===== src/rtl/frs_pkg.sv =====
package frs_pkg;

    localparam int FRAC_BITS  = 16;
    localparam int CMD_W      = 2;
    localparam int IDEAL_W    = 20;
    localparam int FRAME_W    = 24;
    localparam int COUNT_W    = 32;
    localparam int SUM_W      = 48;
    localparam int JIT_W      = 64;
    localparam int OUT_W      = 36;
    localparam int MICROS_W   = 20;
    localparam int PROD_W     = COUNT_W + MICROS_W;
    localparam int NUM_W      = PROD_W + FRAC_BITS;
    localparam int DIV_W      = SUM_W;
    localparam int RATE_W     = MICROS_W + FRAC_BITS;
    localparam int STEP_W     = $clog2(NUM_W + 1);

    localparam logic [MICROS_W-1:0] MICROS_PER_SEC = MICROS_W'(1000000);
    localparam logic [IDEAL_W-1:0]  IDEAL_RESET    = IDEAL_W'(16667);

    // 1e6 scaled to fixed point, left aligned in the divider numerator
    localparam logic [NUM_W-1:0] RATE_NUM_AL =
        NUM_W'(MICROS_PER_SEC) << (NUM_W - MICROS_W);
    localparam logic [STEP_W-1:0] RATE_STEPS = STEP_W'(RATE_W);
    localparam logic [STEP_W-1:0] FULL_STEPS = STEP_W'(NUM_W);

    localparam logic [CMD_W-1:0] CMD_FRAME  = 2'd0;
    localparam logic [CMD_W-1:0] CMD_REPORT = 2'd1;
    localparam logic [CMD_W-1:0] CMD_CLEAR  = 2'd2;

    typedef struct packed {
        logic              start;
        logic [NUM_W-1:0]  numer;
        logic [DIV_W-1:0]  divisor;
        logic [STEP_W-1:0] steps;
    } div_req_t;

    typedef enum logic [8:0] {
        ST_IDLE     = 9'b000000001,
        ST_WAIT_A   = 9'b000000010,
        ST_WAIT_B   = 9'b000000100,
        ST_MUL      = 9'b000001000,
        ST_WAIT_AVG = 9'b000010000,
        ST_WAIT_MIN = 9'b000100000,
        ST_WAIT_MAX = 9'b001000000,
        ST_WAIT_JIT = 9'b010000000,
        ST_DONE     = 9'b100000000
    } state_t;

endpackage


===== src/rtl/frs_div.sv =====
// Restoring divider, one quotient bit per cycle, quotient saturated to OUT_W bits.
module frs_div
(
    input  logic                            clk,
    input  logic                            rst_n,
    input  frs_pkg::div_req_t               req,
    output logic                            done,
    output logic [frs_pkg::OUT_W-1:0]       quotient
);

    logic [frs_pkg::NUM_W-1:0]  num_reg;
    logic [frs_pkg::DIV_W-1:0]  den_reg;
    logic [frs_pkg::DIV_W-1:0]  rem_reg;
    logic [frs_pkg::OUT_W-1:0]  quo_reg;
    logic                       over_reg;
    logic [frs_pkg::STEP_W-1:0] cnt_reg;
    logic                       busy_reg;
    logic                       done_reg;
    logic [frs_pkg::DIV_W:0]    rem_sh;
    logic                       fits;

    assign rem_sh = {rem_reg, num_reg[frs_pkg::NUM_W-1]};
    assign fits   = rem_sh >= {1'b0, den_reg};

    always_ff @(posedge clk or negedge rst_n)
    begin
        if (!rst_n)
        begin
            busy_reg <= 1'b0;
            done_reg <= 1'b0;
            cnt_reg  <= '0;
        end
        else
        begin
            done_reg <= 1'b0;
            if (req.start)
            begin
                busy_reg <= 1'b1;
                cnt_reg  <= req.steps;
            end
            else if (busy_reg)
            begin
                cnt_reg <= cnt_reg - 1'b1;
                if (cnt_reg == frs_pkg::STEP_W'(1))
                begin
                    busy_reg <= 1'b0;
                    done_reg <= 1'b1;
                end
            end
        end
    end

    always_ff @(posedge clk)
    begin
        if (req.start)
        begin
            num_reg  <= req.numer;
            den_reg  <= req.divisor;
            rem_reg  <= '0;
            quo_reg  <= '0;
            over_reg <= 1'b0;
        end
        else if (busy_reg)
        begin
            num_reg  <= {num_reg[frs_pkg::NUM_W-2:0], 1'b0};
            rem_reg  <= fits ? frs_pkg::DIV_W'(rem_sh - {1'b0, den_reg})
                             : frs_pkg::DIV_W'(rem_sh);
            quo_reg  <= {quo_reg[frs_pkg::OUT_W-2:0], fits};
            over_reg <= over_reg | quo_reg[frs_pkg::OUT_W-1];
        end
    end

    assign done     = done_reg;
    assign quotient = over_reg ? '1 : quo_reg;

endmodule


===== src/rtl/frame_rate_statistics_unit.sv =====
// Channel   | Signals                                   | Dir | Notes
// input     | in_valid, in_ready, cmd, elapsed_us       | in  | one transaction per command
// result    | out_valid, out_ready, average_fps, ...    | out | one transaction per period end
// config    | cfg_write_en, cfg_write_data              | in  | ideal_frame_us, no wait
//
// A frame event runs two scaled-rate divisions on the shared one-bit-per-cycle divider
// before the next acceptance; a period end runs four divisions (average, minimum,
// maximum, jitter) before its report is ready; a clear leaves the sequencer idle.
// in_ready is high only while the sequencer is idle. A finished report waits in
// the output register; the next report holds in its last state until that slot frees.
// Reset (rst_n, async low) clears all statistics and restores the ideal frame time.
module frame_rate_statistics_unit
(
    input  logic                            clk,
    input  logic                            rst_n,
    input  logic                            in_valid,
    output logic                            in_ready,
    input  logic [frs_pkg::CMD_W-1:0]       cmd,
    input  logic [frs_pkg::FRAME_W-1:0]     elapsed_us,
    output logic                            out_valid,
    input  logic                            out_ready,
    output logic [frs_pkg::OUT_W-1:0]       average_fps,
    output logic [frs_pkg::OUT_W-1:0]       minimum_fps,
    output logic [frs_pkg::OUT_W-1:0]       maximum_fps,
    output logic [frs_pkg::OUT_W-1:0]       jitter_fps,
    input  logic                            cfg_write_en,
    input  logic [frs_pkg::IDEAL_W-1:0]     cfg_write_data
);

    frs_pkg::state_t               state_reg;
    logic [frs_pkg::IDEAL_W-1:0]   ideal_reg;
    logic                          seen_reg;
    logic [frs_pkg::COUNT_W-1:0]   count_reg;
    logic [frs_pkg::SUM_W-1:0]     sum_reg;
    logic [frs_pkg::FRAME_W-1:0]   shortest_reg;
    logic [frs_pkg::FRAME_W-1:0]   longest_reg;
    logic [frs_pkg::JIT_W-1:0]     jitter_reg;
    logic [frs_pkg::FRAME_W-1:0]   frame_reg;
    logic [frs_pkg::OUT_W-1:0]     rate_a_reg;
    logic [frs_pkg::PROD_W-1:0]    prod_reg;
    logic [frs_pkg::OUT_W-1:0]     avg_reg;
    logic [frs_pkg::OUT_W-1:0]     min_reg;
    logic [frs_pkg::OUT_W-1:0]     max_reg;
    logic [frs_pkg::OUT_W-1:0]     jit_reg;
    logic                          out_valid_reg;
    logic [frs_pkg::OUT_W-1:0]     avg_out_reg;
    logic [frs_pkg::OUT_W-1:0]     min_out_reg;
    logic [frs_pkg::OUT_W-1:0]     max_out_reg;
    logic [frs_pkg::OUT_W-1:0]     jit_out_reg;

    frs_pkg::div_req_t             div_req;
    logic                          div_done;
    logic [frs_pkg::OUT_W-1:0]     div_q;

    logic                          accept;
    logic [frs_pkg::IDEAL_W-1:0]   ideal_eff;
    logic [frs_pkg::FRAME_W-1:0]   frame_val;
    logic [frs_pkg::SUM_W:0]       sum_wide;
    logic [frs_pkg::OUT_W-1:0]     term;
    logic [frs_pkg::JIT_W:0]       jit_wide;
    logic                          slot_free;
    logic                          publish;

    assign in_ready  = (state_reg == frs_pkg::ST_IDLE);
    assign accept    = in_valid && in_ready;
    assign slot_free = !out_valid_reg || out_ready;
    assign publish   = (state_reg == frs_pkg::ST_DONE) && slot_free;

    // an ideal time of zero counts as one microsecond
    assign ideal_eff = (ideal_reg == '0) ? frs_pkg::IDEAL_W'(1) : ideal_reg;

    // first frame after reset takes the ideal time; others are raised to at least one
    always_comb
    begin
        if (!seen_reg)
            frame_val = frs_pkg::FRAME_W'(ideal_eff);
        else if (elapsed_us == '0)
            frame_val = frs_pkg::FRAME_W'(1);
        else
            frame_val = elapsed_us;
    end

    assign sum_wide = {1'b0, sum_reg} + (frs_pkg::SUM_W+1)'(frame_val);
    assign term     = (rate_a_reg > div_q) ? rate_a_reg - div_q : div_q - rate_a_reg;
    assign jit_wide = {1'b0, jitter_reg} + (frs_pkg::JIT_W+1)'(term);

    // start on frame accept or in ST_MUL, else as the previous division finishes
    always_comb
    begin
        div_req         = '0;
        div_req.steps   = frs_pkg::RATE_STEPS;
        div_req.numer   = frs_pkg::RATE_NUM_AL;
        case (state_reg)
            frs_pkg::ST_IDLE:
            begin
                div_req.start   = accept && (cmd == frs_pkg::CMD_FRAME);
                div_req.divisor = frs_pkg::DIV_W'(ideal_eff);
            end
            frs_pkg::ST_WAIT_A:
            begin
                div_req.start   = div_done;
                div_req.divisor = frs_pkg::DIV_W'(frame_reg);
            end
            frs_pkg::ST_MUL:
            begin
                div_req.start   = 1'b1;
                div_req.numer   = {prod_reg, frs_pkg::FRAC_BITS'(0)};
                div_req.divisor = sum_reg;
                div_req.steps   = frs_pkg::FULL_STEPS;
            end
            frs_pkg::ST_WAIT_AVG:
            begin
                div_req.start   = div_done;
                div_req.divisor = frs_pkg::DIV_W'(longest_reg);
            end
            frs_pkg::ST_WAIT_MIN:
            begin
                div_req.start   = div_done;
                div_req.divisor = frs_pkg::DIV_W'(shortest_reg);
            end
            frs_pkg::ST_WAIT_MAX:
            begin
                div_req.start   = div_done;
                div_req.numer   = frs_pkg::NUM_W'(jitter_reg);
                div_req.divisor = frs_pkg::DIV_W'(count_reg);
                div_req.steps   = frs_pkg::FULL_STEPS;
            end
            default:
            begin
                div_req.start   = 1'b0;
            end
        endcase
    end

    frs_div u_div
    (
        .clk      (clk),
        .rst_n    (rst_n),
        .req      (div_req),
        .done     (div_done),
        .quotient (div_q)
    );

    always_ff @(posedge clk or negedge rst_n)
    begin
        if (!rst_n)
        begin
            state_reg     <= frs_pkg::ST_IDLE;
            ideal_reg     <= frs_pkg::IDEAL_RESET;
            seen_reg      <= 1'b0;
            count_reg     <= '0;
            sum_reg       <= '0;
            shortest_reg  <= '1;
            longest_reg   <= '0;
            jitter_reg    <= '0;
            out_valid_reg <= 1'b0;
        end
        else
        begin
            if (cfg_write_en)
                ideal_reg <= cfg_write_data;
            // a new report takes the slot; otherwise drop the one just taken
            if (publish)
                out_valid_reg <= 1'b1;
            else if (out_valid_reg && out_ready)
                out_valid_reg <= 1'b0;

            case (state_reg)
                frs_pkg::ST_IDLE:
                begin
                    if (accept)
                    begin
                        if (cmd == frs_pkg::CMD_FRAME)
                        begin
                            // update the cheap statistics now, jitter after divisions
                            seen_reg <= 1'b1;
                            if (count_reg != '1)
                                count_reg <= count_reg + 1'b1;
                            sum_reg <= sum_wide[frs_pkg::SUM_W] ? '1
                                                                : sum_wide[frs_pkg::SUM_W-1:0];
                            if (frame_val < shortest_reg)
                                shortest_reg <= frame_val;
                            if (frame_val > longest_reg)
                                longest_reg <= frame_val;
                            state_reg <= frs_pkg::ST_WAIT_A;
                        end
                        else if (cmd == frs_pkg::CMD_REPORT)
                        begin
                            state_reg <= frs_pkg::ST_MUL;
                        end
                        else if (cmd == frs_pkg::CMD_CLEAR)
                        begin
                            count_reg    <= '0;
                            sum_reg      <= '0;
                            shortest_reg <= '1;
                            longest_reg  <= '0;
                            jitter_reg   <= '0;
                        end
                    end
                end
                frs_pkg::ST_WAIT_A:
                begin
                    if (div_done)
                        state_reg <= frs_pkg::ST_WAIT_B;
                end
                frs_pkg::ST_WAIT_B:
                begin
                    if (div_done)
                    begin
                        jitter_reg <= jit_wide[frs_pkg::JIT_W] ? '1
                                                               : jit_wide[frs_pkg::JIT_W-1:0];
                        state_reg  <= frs_pkg::ST_IDLE;
                    end
                end
                frs_pkg::ST_MUL:
                begin
                    state_reg <= frs_pkg::ST_WAIT_AVG;
                end
                frs_pkg::ST_WAIT_AVG:
                begin
                    if (div_done)
                        state_reg <= frs_pkg::ST_WAIT_MIN;
                end
                frs_pkg::ST_WAIT_MIN:
                begin
                    if (div_done)
                        state_reg <= frs_pkg::ST_WAIT_MAX;
                end
                frs_pkg::ST_WAIT_MAX:
                begin
                    if (div_done)
                        state_reg <= frs_pkg::ST_WAIT_JIT;
                end
                frs_pkg::ST_WAIT_JIT:
                begin
                    if (div_done)
                        state_reg <= frs_pkg::ST_DONE;
                end
                frs_pkg::ST_DONE:
                begin
                    // hold until the output slot frees, then publish and clear
                    if (slot_free)
                    begin
                        count_reg     <= '0;
                        sum_reg       <= '0;
                        shortest_reg  <= '1;
                        longest_reg   <= '0;
                        jitter_reg    <= '0;
                        state_reg     <= frs_pkg::ST_IDLE;
                    end
                end
                default:
                begin
                    state_reg <= frs_pkg::ST_IDLE;
                end
            endcase
        end
    end

    // payload registers
    always_ff @(posedge clk)
    begin
        if (accept && (cmd == frs_pkg::CMD_FRAME))
            frame_reg <= frame_val;
        if ((state_reg == frs_pkg::ST_WAIT_A) && div_done)
            rate_a_reg <= div_q;
        if (accept && (cmd == frs_pkg::CMD_REPORT))
            prod_reg <= frs_pkg::PROD_W'(count_reg) * frs_pkg::PROD_W'(frs_pkg::MICROS_PER_SEC);
        if ((state_reg == frs_pkg::ST_WAIT_AVG) && div_done)
            avg_reg <= (sum_reg == '0) ? '0 : div_q;
        if ((state_reg == frs_pkg::ST_WAIT_MIN) && div_done)
            min_reg <= (longest_reg == '0) ? '0 : div_q;
        if ((state_reg == frs_pkg::ST_WAIT_MAX) && div_done)
            max_reg <= (longest_reg == '0) ? '0 : div_q;
        if ((state_reg == frs_pkg::ST_WAIT_JIT) && div_done)
            jit_reg <= (count_reg == '0) ? '0 : div_q;
        if (publish)
        begin
            avg_out_reg <= avg_reg;
            min_out_reg <= min_reg;
            max_out_reg <= max_reg;
            jit_out_reg <= jit_reg;
        end
    end

    assign out_valid   = out_valid_reg;
    assign average_fps = avg_out_reg;
    assign minimum_fps = min_out_reg;
    assign maximum_fps = max_out_reg;
    assign jitter_fps  = jit_out_reg;

    a_frame_starts_div: assert property (@(posedge clk) disable iff (!rst_n)
        (accept && (cmd == frs_pkg::CMD_FRAME)) |=> (state_reg == frs_pkg::ST_WAIT_A))
        else $error("frame transaction did not start the divider");

    a_done_not_idle: assert property (@(posedge clk) disable iff (!rst_n)
        div_done |-> (state_reg != frs_pkg::ST_IDLE))
        else $error("divider finished while sequencer idle");

    a_min_le_max: assert property (@(posedge clk) disable iff (!rst_n)
        (count_reg != '0) |-> (shortest_reg <= longest_reg))
        else $error("shortest frame above longest frame");

    a_out_from_done: assert property (@(posedge clk) disable iff (!rst_n)
        $rose(out_valid_reg) |-> $past(state_reg == frs_pkg::ST_DONE))
        else $error("result published outside report completion");

endmodule


===== config.mk =====
export PLATFORM = sky130hd
export DESIGN_NAME = frame_rate_statistics_unit
export DESIGN_NICKNAME = d
export VERILOG_FILES = /design/src/rtl/frs_pkg.sv /design/src/rtl/frs_div.sv /design/src/rtl/frame_rate_statistics_unit.sv
export SDC_FILE = /design/constraint.sdc
export NUM_CORES = 2
export LEC_CHECK = 0
export BUFFER_PORTS_ARGS = -buffer_cell sky130_fd_sc_hd__buf_2
export CAP_MARGIN = 20
export CORE_ASPECT_RATIO = 0.7
export CORE_MARGIN = 1.5
export CORE_UTILIZATION = 51
export DETAILED_ROUTE_END_ITERATION = 8
export GPL_ROUTABILITY_DRIVEN = 0
export PLACE_DENSITY = 0.77
export SLEW_MARGIN = 20
export SYNTH_ARGS = -nofsm -noshare
export SYNTH_HDL_FRONTEND = slang
export SYNTH_HIERARCHICAL = 1
export SYNTH_SLANG_ARGS = --single-unit

===== constraint.sdc =====
create_clock -name clk -period 6.1 [get_ports clk]
set_input_delay 0.61 -clock clk [delete_from_list [all_inputs] [get_ports clk]]
set_output_delay 0.61 -clock clk [all_outputs]
set_load 0.01 [all_outputs]

=== Word level (Yosys, flattened, before mapping) ===
Index checks and enable logic that the tools add are counted.

* Register bits: 827
* Input bits: 51
* Output and inout bits: 146

* Order comparisons: 4
* Equal/unequal tests: 30
* Multiply operators: 1
* Bitwise logic cells: 1
* $add $sub $neg: 7
* Muxes and demuxes: 70
* Reductions and logical operators: 31

{| class="wikitable"
|+ Operator list
! operator !! number
|-
| 64-bit two-way mux || 7
|-
| 24-bit two-way mux || 14
|-
| 48-bit two-way mux || 7
|-
| 48-bit one-hot mux with 6 select lines || 1
|-
| 32-bit two-way mux || 6
|-
| 64-bit one-hot mux with 3 select lines || 1
|-
| 68-bit two-way mux || 2
|-
| 68-bit one-hot mux with 2 select lines || 1
|-
| 36-bit two-way mux || 3
|-
| 24-bit one-hot mux with 2 select lines || 2
|-
| 48-bit one-hot mux with 2 select lines || 1
|-
| 9-bit two-way mux || 10
|-
| 9-bit one-hot mux with 9 select lines || 1
|-
| 36-bit subtractor || 2
|-
| 64-bit by 36-bit adder with 65-bit output || 1
|-
| 32-bit one-hot mux with 2 select lines || 1
|-
| 48-bit by 24-bit adder with 49-bit output || 1
|-
| 49-bit by 48-bit >= comparator with 1-bit output || 1
|-
| 24-bit zero test || 2
|-
| 48-bit zero test || 1
|-
| 48-bit subtractor || 1
|-
| 32-bit by 14-bit multiplier with 46-bit output (second input constant) || 1
|-
| 36-bit > comparator || 1
|-
| 32-bit by 1-bit adder with 32-bit output (second input constant) || 1
|-
| other kinds (41) || 75
|}

=== Logic depth before layout (Yosys ltp) ===
* Depth in word-level cells: 8
* Mapped depth: 28
* Mapped depth without buffers: 26

=== Modules after synthesis ===
Netlist, hierarchy kept.

{| class="wikitable"
|+ Modules (own cells, without submodules)
! module !! instances !! seq. area each (sq um) !! cells an instance !! area an instance (sq um)
|-
| frame_rate_statistics_unit || 1 || 17,450.5 || 3,883 || 40,468.8
|-
| frs_div || 1 || 5,410.2 || 1,130 || 11,280.8
|}

=== Least setup slack after synthesis ===
No wires, ideal clock.

* Path kind: register to register
* Start: register count_reg[19] (netlist bit)
* End: register prod_reg[51] (netlist bit) (data pin)
* Slack: -0.083 ns
* Clock period less this slack: 6.183 ns
* Stages on the path, launching flop included: 23
* Setup time: 0.266 ns
* Arrival time: 5.916 ns
* Cells stage by stage: dfrtp_1 > fa_1 > fa_1 > inv_1 > fa_1 > inv_1 > fa_1 > ha_1 > inv_1 > fa_1 > inv_1 > ha_1 > buf_2 > a21o_1 > a21o_1 > a2111oi_0 > o31ai_1 > a221o_1 > a21oi_1 > o31ai_1 > o41ai_2 > mux2i_1 > nand4_1

* Word-level cells in the longest chain between the ends: 1

{| class="wikitable"
|+ RTL lines
! what !! line !! RTL
|-
| from (decl) || frame_rate_statistics_unit.sv:33 || <nowiki>logic [frs_pkg::COUNT_W-1:0] count_reg;</nowiki>
|-
| from (signal assigned) || frame_rate_statistics_unit.sv:178 || <nowiki>count_reg <= count_reg + 1'b1;</nowiki>
|-
| 32-bit by 14-bit multiplier with 46-bit output || frame_rate_statistics_unit.sv:268 || <nowiki>prod_reg <= frs_pkg::PROD_W'(count_reg) * frs_pkg::PROD_W'(frs_pkg::MICROS_PER_SEC);</nowiki>
|-
| to (signal assigned) || frame_rate_statistics_unit.sv:268 ||
|-
| to (decl) || frame_rate_statistics_unit.sv:40 || <nowiki>logic [frs_pkg::PROD_W-1:0] prod_reg;</nowiki>
|}

No other way between the ends.
A chain may end at the register's enable or synchronous reset.

=== Final worst setup path ===
* Start: register u_div.over_reg
* End: register jitter_reg[9] (netlist bit)

* Word-level cells in the longest chain between the ends: 7
* Elaborated cells between the ends (all ways): 9
* Classes of those cells: add/sub (3); order compare (1); mux (5)

{| class="wikitable"
|+ RTL lines
! what !! line !! RTL
|-
| from (decl) || frs_div.sv:15 || <nowiki>logic over_reg;</nowiki>
|-
| from (signal assigned) || frs_div.sv:69 || <nowiki>over_reg <= over_reg | quo_reg[frs_pkg::OUT_W-1];</nowiki>
|-
| 36-bit two-way mux * || frs_div.sv:74 || <nowiki>assign quotient = over_reg ? '1 : quo_reg;</nowiki>
|-
| via div_q (one bit) || frame_rate_statistics_unit.sv:53 || <nowiki>logic [frs_pkg::OUT_W-1:0] div_q;</nowiki>
|-
| 36-bit subtractor / 36-bit > comparator (equally long branches) || frame_rate_statistics_unit.sv:84 || <nowiki>assign term = (rate_a_reg > div_q) ? rate_a_reg - div_q : div_q - rate_a_reg;</nowiki>
|-
| 36-bit two-way mux * || frame_rate_statistics_unit.sv:84 ||
|-
| 64-bit by 36-bit adder with 65-bit output * || frame_rate_statistics_unit.sv:85 || <nowiki>assign jit_wide = {1'b0, jitter_reg} + (frs_pkg::JIT_W+1)'(term);</nowiki>
|-
| 64-bit two-way mux * || frame_rate_statistics_unit.sv:210 || <nowiki>jitter_reg <= jit_wide[frs_pkg::JIT_W] ? '1</nowiki>
|-
| 64-bit two-way mux * || frame_rate_statistics_unit.sv:208 || <nowiki>if (div_done)</nowiki>
|-
| 64-bit one-hot mux with 3 select lines * || frame_rate_statistics_unit.sv:168 || <nowiki>case (state_reg)</nowiki>
|-
| to (signal assigned) || frame_rate_statistics_unit.sv:210 ||
|-
| to (decl) || frame_rate_statistics_unit.sv:37 || <nowiki>logic [frs_pkg::JIT_W-1:0] jitter_reg;</nowiki>
|}

Mark *: on every way through the listed nets, which the timed path passes. The rest lies on a longest branch. The select of a mux whose other input is x is not followed.

==> flow_summary.ini <==
[outcome]
outcome = complete, no violations

[timing]
maxSlewViolCount = 0
worstMarginPinSlew_ns = 1.12
fin_skew_ns = 0.0656
finalHoldViolations = 0
finalCritPeriodShare = 0.993
setup_violations = 0
holdWs_ns = 0.0287
max-slew-margin-rel = 0.250
fmax_mhz = 165
finalCriticalPeriod_ns = 6.06

[yosys]
synthFlopType = edfxtp_1
postSynthAreaPerCell_um2 = 10.3
syn_inst = 5013
ys_ff_latch = 827
yosysMostFrequentCell = edfxtp_1
seq_area_frac_synth = 0.442
yosys-top-cells-count = 510 x edfxtp_1, 428 x inv_1, 427 x ha_1, 423 x nand2_1, 413 x nor2_1
synth_top_area_frac = 0.296
async_flop_share = 0.281
synth.area.top_cells = edfxtp_1 30%, ha_1 10%, dfrtp_1 9.7%
yosys_warnings = 6
synth_edf_count = 510
syn_area_um2 = 51700
ys_types = 103
yosys.area.top_type = edfxtp_1

[clock_tree]
cts-root-buf = clkbuf_16
cts_sinks = 827
cts_max_level = 3
clk_pin_slew_ns = 0.07
clock_latency_ns = 0.71
cts_made_buffers = 82
tritoncts = done
cts_max_path_buffers = 3

[pwr]
power.total_uw = 29100
p_sw_uw = 12300
p_leak_uw = 0.0268
p_sw_frac = 0.421
vdd_ir_drop_max_mv = 0.354
p_clk_frac = 0.187
pwr-share-seq = 0.285
powerDensity_nw_per_um2 = 489
share_comb_of_total_power = 0.528
intPower_uw = 16800

[floorplan]
die-area_um2 = 103000
core.rowCount = 97
start_util = 0.516
die_height_um = 270
ios = 197
die_w_um = 384
core-area_um2 = 100000

[critical_path]
cpLargestDelayFamily = compound AO/OA/AOI/OAI gates
critPathKind = reg -> reg
critPathMaxStageDelay_ns = 0.42
critPathMaxFanout = 31
cpMaxStageDelayCell = o311a_1
critPathLaunchType = flop
cp.required_ns = 6.65
worst-path-buf-inv = 6
worstPathArrival_ns = 6.61
crit_path_frequent_cell = buf_12
worstSetupEndpointType = flop

[global_route]
track_usage = 0.276
grt_pass1_wl_um = 225000
grt_max_degree = 114
grt_overflow = 0
grt_pass1_vias = 39100
antenna_found_initial = 5

[placement]
numPortBuffers = 196
dp_hpwl_um = 107000

[layout]
syn_to_final_growth_pct = 14.9
nFillCells = 8008
nNetsFinal = 5994
drive_gt1_frac = 0.179
largest_register_ffs = 68

[drt]
dr.pass1.iters = 8
first_iter_violations = 5112
routedWlPerCell_um = 21.6
drt_wl_total_um = 146000
route.antenna.remaining_nets = 0
vias_per_cell = 6.11
drc_errors = 0
vias = 41500

[hold_path]
hold_class = in -> async

[flow_run]
drv_cap = 0
==> worst register-to-register path: stages (launching register included) <==
cell     delay, ns
dfxtp_1       0.34
buf_12        0.17
buf_4         0.19
or2_4         0.27
ha_4          0.29
nand4_1       0.24
buf_4         0.23
nor4_1        0.25
nand4_1       0.30
o21ai_1       0.18
a21oi_1       0.07
nand2_2       0.10
buf_12        0.15
buf_12        0.16
mux2i_1       0.24
xnor2_1       0.19
ha_1          0.33
a21o_1        0.21
a21o_1        0.21
o311a_1       0.42
a21o_4        0.27
a31oi_4       0.21
o31a_1        0.25
nor3_4        0.10
buf_2         0.20
o21ai_0       0.27
nand2_1       0.09
==> power groups by stage <==
stage	Combinational [uW]	Sequential, uW	Clock [uW]
2_1_floorplan	10000	7930	0
3_3_place_gp	13900	8280	0
3_5_place_dp	14300	8320	0
4_1_cts	14500	8220	5490
5_1_grt	16700	8360	5700
6_report	15400	8270	5440
==> placed cells by master, fill, tap and decap left out, types with 85 or more instances in the layout <==
| master | Yosys | layout |
|---|---|---|
| mux2_2 | 93 | 93 |
| buf_4 | 2 | 270 |
| edfxtp_1 | 510 | 510 |
| a21o_1 | 109 | 108 |
| buf_2 | 28 | 196 |
| inv_1 | 428 | 415 |
| dfxtp_1 | 85 | 85 |
| nand2_1 | 423 | 420 |
| fa_1 | 140 | 136 |
| a21oi_1 | 295 | 274 |
| ha_1 | 427 | 409 |
| dfrtp_1 | 201 | 197 |
| xnor2_1 | 121 | 121 |
| mux2i_1 | 98 | 98 |
| nor2_1 | 413 | 406 |
| nand3_1 | 114 | 109 |
| o21ai_0 | 282 | 264 |
==> per-stage QoR <==
stage           util  setup TNS, ns  instance area (um2)  instances  setup slack, ns
2_1_floorplan      -        -0.0445                51800       5016          -0.0445
3_3_place_gp   0.556         -0.181                55700       6604           -0.181
3_5_place_dp   0.556         -0.527                55700       6604           -0.198
4_1_cts        0.585        -0.0466                58700       6761          -0.0466
5_1_grt        0.593         -0.517                59400       6782          -0.0844
6_report       0.593              0                59400       6782           0.0417
==> routing by layer <==
layer / wire (um) / up-vias / part of all wire / GRT usage
met5: 75 / - / 0.00051 / 0
met4: 3680 / 10 / 0.025 / 0.0721
met3: 18200 / 273 / 0.12 / 0.0706
met2: 59500 / 2386 / 0.41 / 0.378
met1: 65000 / 20100 / 0.44 / 0.428
li1: - / 18700 / - / -
==> area by class of cell <==
class / instances / area, um2 / share of cell area
well taps: 1336 / 1670 / 0.0281
flip-flops and latches: 827 / 22900 / 0.385
repair buffers: 479 / 3210 / 0.0540
diodes: 1 / 2.50 / 0.0000421
clock inverters: 47 / 637 / 0.0107
inverters: 428 / 1610 / 0.0270
clock buffers: 106 / 2240 / 0.0377
multi-input cells: 3558 / 27200 / 0.458
==> kinds of logic after synthesis <==
logic type	synth area share
XOR/XNOR	0.0318
other	0.000145
adder cells (fa/ha/maj)	0.157
flip-flops	0.442
AO/OA/AOI/OAI	0.149
multiplexers	0.0418
AND/OR/NAND/NOR	0.130
buffers and inverters	0.0476
==> final timing paths <==
| check | start | to | slack [ns] | cells after the start |
|---|---|---|---|---|
| max | u_div/over_reg | jitter_reg[9] | 0.04 | 26 |
| min | rst_n | ideal_reg[10] | 0.03 | 1 |
| min in group clk | cfg_write_data[15] | ideal_reg[15] | 0.14 | 2 |
| min reg2reg | jit_reg[28] | jitter_fps[28] | 0.41 | 0 |
| max reg2reg | u_div/over_reg | jitter_reg[9] | 0.04 | 26 |
| max in group asynchronous | rst_n | sum_reg[14] | 4.91 | 2 |
==> what timing repair did <==
item,in CTS,in global routing
gates cloned,0,1
hold buffers,0,0
pin swaps,5,75
setup endpoints to repair,9,79
setup buffers,4,19
gates resized for setup,13,153
No activity file was read; power rests on OpenSTA's default activity.
